[src/rtl/pfdvm_pkg.sv]
// ----------------------------------------------------------------------------
// PCM format decode / volume mixer package
// Shared widths, format and register codes, and the sample decode functions.
// ----------------------------------------------------------------------------
package pfdvm_pkg;

  localparam int unsigned ByteW   = 8;
  localparam int unsigned SampleW = 16;
  localparam int unsigned VolW    = 8;
  localparam int unsigned FmtW    = 3;
  localparam int unsigned CfgIdxW = 3;
  localparam int unsigned CfgDataW = 8;

  typedef enum logic [FmtW-1:0] {
    FMT_S8     = 3'd0,
    FMT_U8     = 3'd1,
    FMT_S16BE  = 3'd2,
    FMT_S16LE  = 3'd3,
    FMT_U16BE  = 3'd4,
    FMT_U16LE  = 3'd5,
    FMT_MULAW  = 3'd6,
    FMT_NATIVE = 3'd7
  } fmt_e;

  typedef enum logic [CfgIdxW-1:0] {
    CFG_SOURCE_FORMAT   = 3'd0,
    CFG_SOUND_VOLUME    = 3'd1,
    CFG_TOP_PRIORITY    = 3'd2,
    CFG_SOUND_PRIORITY  = 3'd3,
    CFG_SEVERAL_PLAYING = 3'd4,
    CFG_MIN_VOLUME      = 3'd5
  } cfg_idx_e;

  localparam logic [VolW-1:0]    SoundVolumeRst = 8'd127;
  localparam logic [ByteW-1:0]   ByteSignFlip   = 8'h80;
  localparam logic [SampleW-1:0] WordSignFlip   = 16'h8000;
  localparam logic [SampleW-1:0] MulawBias      = 16'h0084;

  // G.711 mu-law expansion to 16-bit linear
  function automatic logic [SampleW-1:0] mulaw_decode(input logic [ByteW-1:0] b);
    logic [ByteW-1:0]    u;
    logic [SampleW-1:0]  mant;
    logic [SampleW-1:0]  t;
    u    = ~b;
    mant = {9'd0, u[3:0], 3'd0} + MulawBias;
    t    = mant << u[6:4];
    return u[7] ? (MulawBias - t) : (t - MulawBias);
  endfunction

  function automatic logic [SampleW-1:0] pcm_decode(input fmt_e fmt,
                                                    input logic [ByteW-1:0] lo_b,
                                                    input logic [ByteW-1:0] hi_b);
    logic [SampleW-1:0] be;
    logic [SampleW-1:0] le;
    logic [SampleW-1:0] res;
    be = {lo_b, hi_b};
    le = {hi_b, lo_b};
    case (fmt)
      FMT_S8:     res = {lo_b, 8'd0};
      FMT_U8:     res = {lo_b ^ ByteSignFlip, 8'd0};
      FMT_S16BE:  res = be;
      FMT_S16LE:  res = le;
      FMT_U16BE:  res = be ^ WordSignFlip;
      FMT_U16LE:  res = le ^ WordSignFlip;
      FMT_MULAW:  res = mulaw_decode(lo_b);
      FMT_NATIVE: res = le;
      default:    res = le;
    endcase
    return res;
  endfunction

endpackage

[src/rtl/pfdvm_if.sv]
// ----------------------------------------------------------------------------
// PCM format decode / volume mixer channel interfaces
// Valid/ready channels for sample input, mix result and register writes.
// ----------------------------------------------------------------------------
interface pfdvm_in_if import pfdvm_pkg::*; ();
  logic                      valid;
  logic                      ready;
  logic [ByteW-1:0]          first_byte;
  logic [ByteW-1:0]          second_byte;
  logic                      channel_present;
  logic signed [SampleW-1:0] mix_in;

  modport source (output valid, first_byte, second_byte, channel_present, mix_in,
                  input ready);
  modport sink   (input valid, first_byte, second_byte, channel_present, mix_in,
                  output ready);
endinterface

interface pfdvm_out_if import pfdvm_pkg::*; ();
  logic                      valid;
  logic                      ready;
  logic signed [SampleW-1:0] mix_out;
  logic signed [SampleW-1:0] decoded_sample;

  modport source (output valid, mix_out, decoded_sample, input ready);
  modport sink   (input valid, mix_out, decoded_sample, output ready);
endinterface

interface pfdvm_cfg_if import pfdvm_pkg::*; ();
  logic                valid;
  logic                ready;
  logic [CfgIdxW-1:0]  index;
  logic [CfgDataW-1:0] data;

  modport source (output valid, index, data, input ready);
  modport sink   (input valid, index, data, output ready);
endinterface

[src/rtl/pcm_format_decode_volume_mixer.sv]
// ----------------------------------------------------------------------------
// PCM format decode / volume mixer
// Decodes one raw channel slot, scales it by the effective volume, adds to mix.
// ----------------------------------------------------------------------------
// Takes one beat per clock while the output side is ready and gives one
// result beat per input beat, from the result register. The beat is captured
// in an input register; decode, volume multiply (16x10 signed) and the 16-bit
// wrapping mix add sit between that register and the result register, so the
// throughput is one sample per cycle, limited only by output backpressure.
// Register writes are always accepted and must only be issued while idle.
// An absent channel reuses the last decoded sample (mono to stereo).
module pcm_format_decode_volume_mixer import pfdvm_pkg::*; (
  input  logic        clk_i,
  input  logic        rst_ni,
  pfdvm_cfg_if.sink   cfg_i,
  pfdvm_in_if.sink    in_i,
  pfdvm_out_if.source out_o
);

  // configuration registers
  fmt_e             fmt_q;
  logic [VolW-1:0]  sound_vol_q;
  logic [VolW-1:0]  top_prio_q;
  logic [VolW-1:0]  sound_prio_q;
  logic             several_q;
  logic [VolW-1:0]  min_vol_q;

  assign cfg_i.ready = 1'b1;

  always_ff @(posedge clk_i or negedge rst_ni) begin
    if (!rst_ni) begin
      fmt_q        <= FMT_S8;
      sound_vol_q  <= SoundVolumeRst;
      top_prio_q   <= '0;
      sound_prio_q <= '0;
      several_q    <= 1'b0;
      min_vol_q    <= '0;
    end else if (cfg_i.valid) begin
      case (cfg_idx_e'(cfg_i.index))
        CFG_SOURCE_FORMAT:   fmt_q        <= fmt_e'(cfg_i.data[FmtW-1:0]);
        CFG_SOUND_VOLUME:    sound_vol_q  <= cfg_i.data[VolW-1:0];
        CFG_TOP_PRIORITY:    top_prio_q   <= cfg_i.data[VolW-1:0];
        CFG_SOUND_PRIORITY:  sound_prio_q <= cfg_i.data[VolW-1:0];
        CFG_SEVERAL_PLAYING: several_q    <= cfg_i.data[0];
        CFG_MIN_VOLUME:      min_vol_q    <= cfg_i.data[VolW-1:0];
        default: ;
      endcase
    end
  end

  // input register stage
  logic                      s1_valid_q;
  logic [ByteW-1:0]          s1_lo_q, s1_hi_q;
  logic                      s1_present_q;
  logic signed [SampleW-1:0] s1_mix_q;

  // result register stage
  logic                      out_valid_q;
  logic signed [SampleW-1:0] out_mix_q, out_sample_q;

  logic [SampleW-1:0] held_q, held_d;
  logic               out_take, s1_fire, in_fire;

  assign out_take    = !out_valid_q || out_o.ready;
  assign s1_fire     = s1_valid_q && out_take;
  assign in_i.ready  = !s1_valid_q || out_take;
  assign in_fire     = in_i.valid && in_i.ready;

  always_ff @(posedge clk_i or negedge rst_ni) begin
    if (!rst_ni) begin
      s1_valid_q <= 1'b0;
    end else if (in_i.ready) begin
      s1_valid_q <= in_i.valid;
    end
  end

  always_ff @(posedge clk_i) begin
    if (in_fire) begin
      s1_lo_q      <= in_i.first_byte;
      s1_hi_q      <= in_i.second_byte;
      s1_present_q <= in_i.channel_present;
      s1_mix_q     <= in_i.mix_in;
    end
  end

  // effective volume: sound_volume - floor(gap/2), floored at min_volume, when top priority is nonzero and several play
  logic signed [VolW:0]   prio_gap;
  logic signed [VolW-1:0] half_gap;
  logic signed [VolW+2:0] vol_adj;
  logic [VolW:0]          vol;

  always_comb begin
    prio_gap = $signed({1'b0, top_prio_q}) - $signed({1'b0, sound_prio_q});
    half_gap = prio_gap[VolW:1];
    vol_adj  = $signed({3'b000, sound_vol_q}) - (VolW+3)'(half_gap);
    if (top_prio_q != '0 && several_q) begin
      if (vol_adj < $signed({3'b000, min_vol_q})) begin
        vol = {1'b0, min_vol_q};
      end else begin
        vol = vol_adj[VolW:0];
      end
    end else begin
      vol = {1'b0, sound_vol_q};
    end
  end

  // decode, scale, mix
  logic signed [SampleW+VolW+1:0] prod;
  logic signed [SampleW-1:0]      mix_d;

  always_comb begin
    held_d = s1_present_q ? pcm_decode(fmt_q, s1_lo_q, s1_hi_q) : held_q;
    prod   = $signed(held_d) * $signed({1'b0, vol});
    // only the low 16 bits of floor(prod / 128) reach the wrapped sum
    mix_d  = s1_mix_q + $signed(prod[SampleW+6:7]);
  end

  always_ff @(posedge clk_i or negedge rst_ni) begin
    if (!rst_ni) begin
      held_q      <= '0;
      out_valid_q <= 1'b0;
    end else begin
      if (s1_fire) begin
        held_q <= held_d;
      end
      if (out_take) begin
        out_valid_q <= s1_valid_q;
      end
    end
  end

  always_ff @(posedge clk_i) begin
    if (s1_fire) begin
      out_mix_q    <= mix_d;
      out_sample_q <= $signed(held_d);
    end
  end

  assign out_o.valid          = out_valid_q;
  assign out_o.mix_out        = out_mix_q;
  assign out_o.decoded_sample = out_sample_q;

endmodule

[src/flat_wrapper.sv]
// flat-port wrapper written by rule: the top's interface ports become plain ports
module pcm_format_decode_volume_mixer_flat import pfdvm_pkg::*;
  (clk_i, rst_ni, cfg_i_valid, cfg_i_index, cfg_i_data, cfg_i_ready, in_i_valid, in_i_first_byte, in_i_second_byte, in_i_channel_present, in_i_mix_in, in_i_ready, out_o_valid, out_o_mix_out, out_o_decoded_sample, out_o_ready);
  pfdvm_cfg_if cfg_i_i ();
  pfdvm_in_if in_i_i ();
  pfdvm_out_if out_o_i ();
  input  logic clk_i;
  input  logic rst_ni;
  input wire logic [$bits(cfg_i_i.valid)-1:0] cfg_i_valid;
  input wire logic [$bits(cfg_i_i.index)-1:0] cfg_i_index;
  input wire logic [$bits(cfg_i_i.data)-1:0] cfg_i_data;
  output wire logic [$bits(cfg_i_i.ready)-1:0] cfg_i_ready;
  input wire logic [$bits(in_i_i.valid)-1:0] in_i_valid;
  input wire logic [$bits(in_i_i.first_byte)-1:0] in_i_first_byte;
  input wire logic [$bits(in_i_i.second_byte)-1:0] in_i_second_byte;
  input wire logic [$bits(in_i_i.channel_present)-1:0] in_i_channel_present;
  input wire logic [$bits(in_i_i.mix_in)-1:0] in_i_mix_in;
  output wire logic [$bits(in_i_i.ready)-1:0] in_i_ready;
  output wire logic [$bits(out_o_i.valid)-1:0] out_o_valid;
  output wire logic [$bits(out_o_i.mix_out)-1:0] out_o_mix_out;
  output wire logic [$bits(out_o_i.decoded_sample)-1:0] out_o_decoded_sample;
  input wire logic [$bits(out_o_i.ready)-1:0] out_o_ready;
  assign cfg_i_i.valid = cfg_i_valid;
  assign cfg_i_i.index = cfg_i_index;
  assign cfg_i_i.data = cfg_i_data;
  assign cfg_i_ready = cfg_i_i.ready;
  assign in_i_i.valid = in_i_valid;
  assign in_i_i.first_byte = in_i_first_byte;
  assign in_i_i.second_byte = in_i_second_byte;
  assign in_i_i.channel_present = in_i_channel_present;
  assign in_i_i.mix_in = in_i_mix_in;
  assign in_i_ready = in_i_i.ready;
  assign out_o_valid = out_o_i.valid;
  assign out_o_mix_out = out_o_i.mix_out;
  assign out_o_decoded_sample = out_o_i.decoded_sample;
  assign out_o_i.ready = out_o_ready;
  pcm_format_decode_volume_mixer u_core (.clk_i(clk_i), .rst_ni(rst_ni), .cfg_i(cfg_i_i), .in_i(in_i_i), .out_o(out_o_i));
endmodule
[config.mk]
export PLATFORM = sky130hd
export DESIGN_NAME = pcm_format_decode_volume_mixer_flat
export DESIGN_NICKNAME = d
export VERILOG_FILES = /design/src/rtl/pfdvm_pkg.sv /design/src/rtl/pfdvm_if.sv /design/src/rtl/pcm_format_decode_volume_mixer.sv /design/src/flat_wrapper.sv
export SDC_FILE = /design/constraint.sdc
export NUM_CORES = 1
export LEC_CHECK = 0
export BUFFER_PORTS_ARGS = -buffer_cell sky130_fd_sc_hd__buf_2
export CORE_AREA = 4 4 177 179
export DETAILED_ROUTE_END_ITERATION = 12
export DIE_AREA = 0 0 181 183
export REMOVE_ABC_BUFFERS = 1
export SLEW_MARGIN = 20
export SYNTH_ARGS = -nofsm -noshare
export SYNTH_HDL_FRONTEND = slang
export SYNTH_SLANG_ARGS = --single-unit
[constraint.sdc]
create_clock -name clk_i -period 12.1 [get_ports clk_i]
set_input_delay 1.815 -clock clk_i [delete_from_list [all_inputs] [get_ports clk_i]]
set_output_delay 1.815 -clock clk_i [all_outputs]
set_load 0.02 [all_outputs]
==> flow_results.xml <==
<?xml version="1.0" encoding="UTF-8"?>
<metrics>
  <group name="setup_path">
    <metric name="worst_setup_sp" unit="">u_core.top_prio_q[0]</metric>
    <metric name="cp_slowest_cell" unit="">sky130_fd_sc_hd__fa_1</metric>
    <metric name="number_of_buffers_and_inverters_on_the_critical_path" unit="">7</metric>
    <metric name="critPathCaptureType" unit="">flip-flop</metric>
    <metric name="critical_path.startpoint_type" unit="">flip-flop</metric>
    <metric name="crit_path_class" unit="">flip-flop to flip-flop</metric>
    <metric name="regToRegStartpoint" unit="">u_core.top_prio_q[0]</metric>
    <metric name="critical-path-max-stage-delay" unit="ns">0.54</metric>
    <metric name="arr_time_crit_path" unit="ns">11.71</metric>
    <metric name="critPathRequiredTime" unit="ns">12.37</metric>
    <metric name="critPathMaxFanout" unit="">7</metric>
    <metric name="cpLargestDelayFamily" unit="">adder cells</metric>
    <metric name="timing.critical_path.mode_cell" unit="">sky130_fd_sc_hd__fa_1</metric>
  </group>
  <group name="timing">
    <metric name="finalSetupViolCount" unit="">0</metric>
    <metric name="final.hold.worst_slack" unit="ns">0.4773</metric>
    <metric name="fmax" unit="MHz">87.46</metric>
    <metric name="timing.final.hold_violations" unit="">0</metric>
    <metric name="slew-limit-headroom" unit="">0.3509</metric>
    <metric name="fin_crit" unit="ns">11.43</metric>
    <metric name="slew_violations" unit="">0</metric>
    <metric name="timing.clock.skew" unit="ns">0.01253</metric>
    <metric name="max_slew.worst_pin.slew" unit="ns">0.9736</metric>
    <metric name="finalCritPeriodShare" unit="">0.9449</metric>
  </group>
  <group name="clocking">
    <metric name="clk_latency" unit="ns">0.43</metric>
    <metric name="ctsRootBufferMaster" unit="">sky130_fd_sc_hd__clkbuf_16</metric>
    <metric name="tritoncts" unit="">done</metric>
    <metric name="ctsHtreeMaxLevel" unit="">4</metric>
    <metric name="clock-sinks" unit="">119</metric>
    <metric name="clock_pin_slew_on_the_worst_setup_and_hold_paths" unit="ns">0.06</metric>
    <metric name="cts-buffers-inserted" unit="">17</metric>
    <metric name="cts_buffer_depth" unit="">2</metric>
    <metric name="hold_buffers" unit="">0</metric>
  </group>
  <group name="finish">
    <metric name="layout_area_overhead" unit="%">13.36</metric>
    <metric name="layout_commonest_cell" unit="">sky130_fd_sc_hd__inv_1</metric>
    <metric name="design.final.nets" unit="">1560</metric>
    <metric name="drive_gt1_frac" unit="">0.1737</metric>
    <metric name="diodes" unit="">0</metric>
    <metric name="highest_count_cells_in_the_layout_ignoring_fill_and_taps" unit="">sky130_fd_sc_hd__inv_1, sky130_fd_sc_hd__nand2_1, sky130_fd_sc_hd__fa_1, sky130_fd_sc_hd__nor2_1, sky130_fd_sc_hd__ha_1</metric>
  </group>
  <group name="detailed_routing">
    <metric name="antenna_left" unit="">0</metric>
    <metric name="first_pass_iters" unit="">5</metric>
    <metric name="wirelength" unit="mm">27.40</metric>
    <metric name="avgRoutedWirePerCell" unit="µm">15.99</metric>
    <metric name="vias_cell" unit="">5.158</metric>
    <metric name="routed-via-count" unit="">8841</metric>
    <metric name="dr.first_iter.drc_count" unit="">500</metric>
    <metric name="drc" unit="">0</metric>
  </group>
  <group name="floorplanning">
    <metric name="die-area" unit="µm²">33120</metric>
    <metric name="core-area" unit="µm²">29560</metric>
    <metric name="start_util" unit="">0.3967</metric>
    <metric name="top_level_ports" unit="">84</metric>
    <metric name="die_width" unit="µm">181</metric>
    <metric name="rows" unit="">63</metric>
    <metric name="fp.dieH" unit="µm">183</metric>
  </group>
  <group name="synthesis">
    <metric name="synth_area" unit="µm²">11720</metric>
    <metric name="synth_top_flop_cell" unit="">sky130_fd_sc_hd__edfxtp_1</metric>
    <metric name="count_of_different_cell_masters_after_synthesis" unit="">79</metric>
    <metric name="main_combinational_cell_family_by_area_after_synthesis" unit="">adder cells</metric>
    <metric name="syn_inst" unit="">1224</metric>
    <metric name="number_of_warnings_issued_by_yosys" unit="">0</metric>
    <metric name="synth_enable_flop_cells" unit="">65</metric>
    <metric name="yosys-mux-area-fraction" unit="">0.05442</metric>
    <metric name="synth_fa_ha_area_frac" unit="">0.2851</metric>
    <metric name="synth_area_per_cell" unit="µm²">9.579</metric>
    <metric name="synthSimpleGateAreaFrac" unit="">0.1394</metric>
    <metric name="yosys-top-cells-area" unit="">sky130_fd_sc_hd__fa_1, sky130_fd_sc_hd__edfxtp_1, sky130_fd_sc_hd__dfrtp_1</metric>
    <metric name="synthDominantAreaCellType" unit="">sky130_fd_sc_hd__fa_1</metric>
    <metric name="synth_seq_area_share" unit="">0.2825</metric>
    <metric name="synth-seq-cells" unit="">119</metric>
    <metric name="synthXorXnorAreaFrac" unit="">0.04034</metric>
    <metric name="asyncSetResetFlopFracSynth" unit="">0.4538</metric>
    <metric name="synth_compound_area_frac" unit="">0.1281</metric>
    <metric name="synth_top_area_share" unit="">0.1912</metric>
  </group>
  <group name="global_routing">
    <metric name="grt_pass1_wl" unit="mm">46.06</metric>
    <metric name="antenna_violations_before_repair" unit="">0</metric>
    <metric name="grt.total_usage" unit="">0.1707</metric>
    <metric name="grt_start_max_net_pins" unit="">55</metric>
    <metric name="first_global_vias" unit="">9155</metric>
    <metric name="gr-total-overflow" unit="">0</metric>
  </group>
  <group name="placement">
    <metric name="hpwlAfterDp" unit="mm">21.04</metric>
    <metric name="count_of_input_and_output_buffers" unit="">82</metric>
    <metric name="gp_congestion" unit="">0.9117</metric>
  </group>
  <group name="outcome">
    <metric name="run_status" unit="">complete, no violations</metric>
  </group>
  <group name="flow_run">
    <metric name="drv_cap" unit="">0</metric>
  </group>
  <group name="min_path">
    <metric name="hold_path.class" unit="">flip-flop to flip-flop</metric>
    <metric name="min_from" unit="">u_core.held_q[15]</metric>
  </group>
</metrics>
-- repair_timing --
action | in CTS | in global routing
resized for setup | 0 | 19
buffers inserted | 0 | 10
hold endpoints to repair | 0 | 0
setup endpoints to repair | 0 | 4
-- cells by family (layout without fill, tap and decap cells) --
| family | after synthesis | count (layout) |
|---|---|---|
| other | 1 | 1 |
| multiplexers | 58 | 58 |
| adder cells (fa/ha/maj) | 200 | 200 |
| buffers and inverters | 216 | 316 |
| AND/OR/NAND/NOR | 346 | 346 |
| XOR/XNOR | 54 | 54 |
| flip-flops | 119 | 119 |
| AO/OA/AOI/OAI | 230 | 230 |
-- sequential cells by signal, indices dropped and copies added (netlist names) --
name                         cells
u_core.fmt_q                     3
u_core.top_prio_q                8
u_core.out_o.mix_out            16
u_core.out_o.valid               1
u_core.s1_mix_q                 16
u_core.sound_vol_q               8
u_core.s1_lo_q                   8
u_core.s1_present_q              1
u_core.s1_valid_q                1
u_core.min_vol_q                 8
u_core.sound_prio_q              8
u_core.out_o.decoded_sample     16
u_core.several_q                 1
u_core.held_q                   16
u_core.s1_hi_q                   8
-- tightest hold or removal path: cells and delay by family, from the launching register on --
family,cells,cell delay [ns]
flops,1,0.34
compound gates,1,0.06
simple gates,1,0.05
-- per-stage QoR --
stage                TNS, ns    util  worst slack (ns)  cells  cell area, µm²
finish                     0  0.4497            0.6664   1714           13290
global route        -0.08302  0.4497          -0.06247   1714           13290
CTS                        0  0.4449            0.3695   1704           13150
detailed placement         0  0.4261            0.4341   1672           12590
global placement           0  0.4259            0.6923   1672           12590
floorplan                  0       -            0.7038   1183           11560
-- Yosys cell counts, types with 18 or more instances --
library cell and number:
sky130_fd_sc_hd__edfxtp_1 65, sky130_fd_sc_hd__clkbuf_1 35, sky130_fd_sc_hd__mux2_2 46, sky130_fd_sc_hd__fa_1 112
sky130_fd_sc_hd__inv_1 173, sky130_fd_sc_hd__dfrtp_1 47, sky130_fd_sc_hd__nand2b_1 18, sky130_fd_sc_hd__ha_1 88
sky130_fd_sc_hd__nor2_1 92, sky130_fd_sc_hd__o21ai_0 51, sky130_fd_sc_hd__nor3_1 21, sky130_fd_sc_hd__xnor2_1 35
sky130_fd_sc_hd__nor2b_1 23, sky130_fd_sc_hd__xor2_1 19, sky130_fd_sc_hd__a21oi_1 72, sky130_fd_sc_hd__nand2_1 123
-- final cells by class --
cell class,instances,area [µm²]
clock inverters,14,127.6
repair buffers,109,616.8
fillers,2859,16270
flip-flops and latches,119,3312
inverters,175,656.9
clock buffers,18,429.2
multi-input cells,889,7661
well taps,390,488.0
-- routing by layer --
layer  track usage  part of all wire  vias up
li1              -                 -     4287
met1        0.2232              0.46     4375
met2        0.2979              0.50      149
met3       0.02797             0.032       30
met4       0.04323             0.015        0
met5             0                 0        -
-- final timing paths --
| kind | end | slack, ns | depth (start not counted) |
|---|---|---|---|
| setup / recovery | u_core.out_o.mix_out[15] | 0.67 | 52 |
| hold / removal | u_core.held_q[15] | 0.48 | 2 |
| setup reg to reg | u_core.out_o.mix_out[15] | 0.67 | 52 |
| hold reg to reg | u_core.held_q[15] | 0.48 | 2 |
| max in group asynchronous | u_core.held_q[4] | 10.10 | 2 |
| min in group asynchronous | u_core.min_vol_q[5] | 1.50 | 2 |
Power is left out: the tool's default activity adds up to more than one toggle a clock period on the data nets, which glitch-free logic cannot reach.
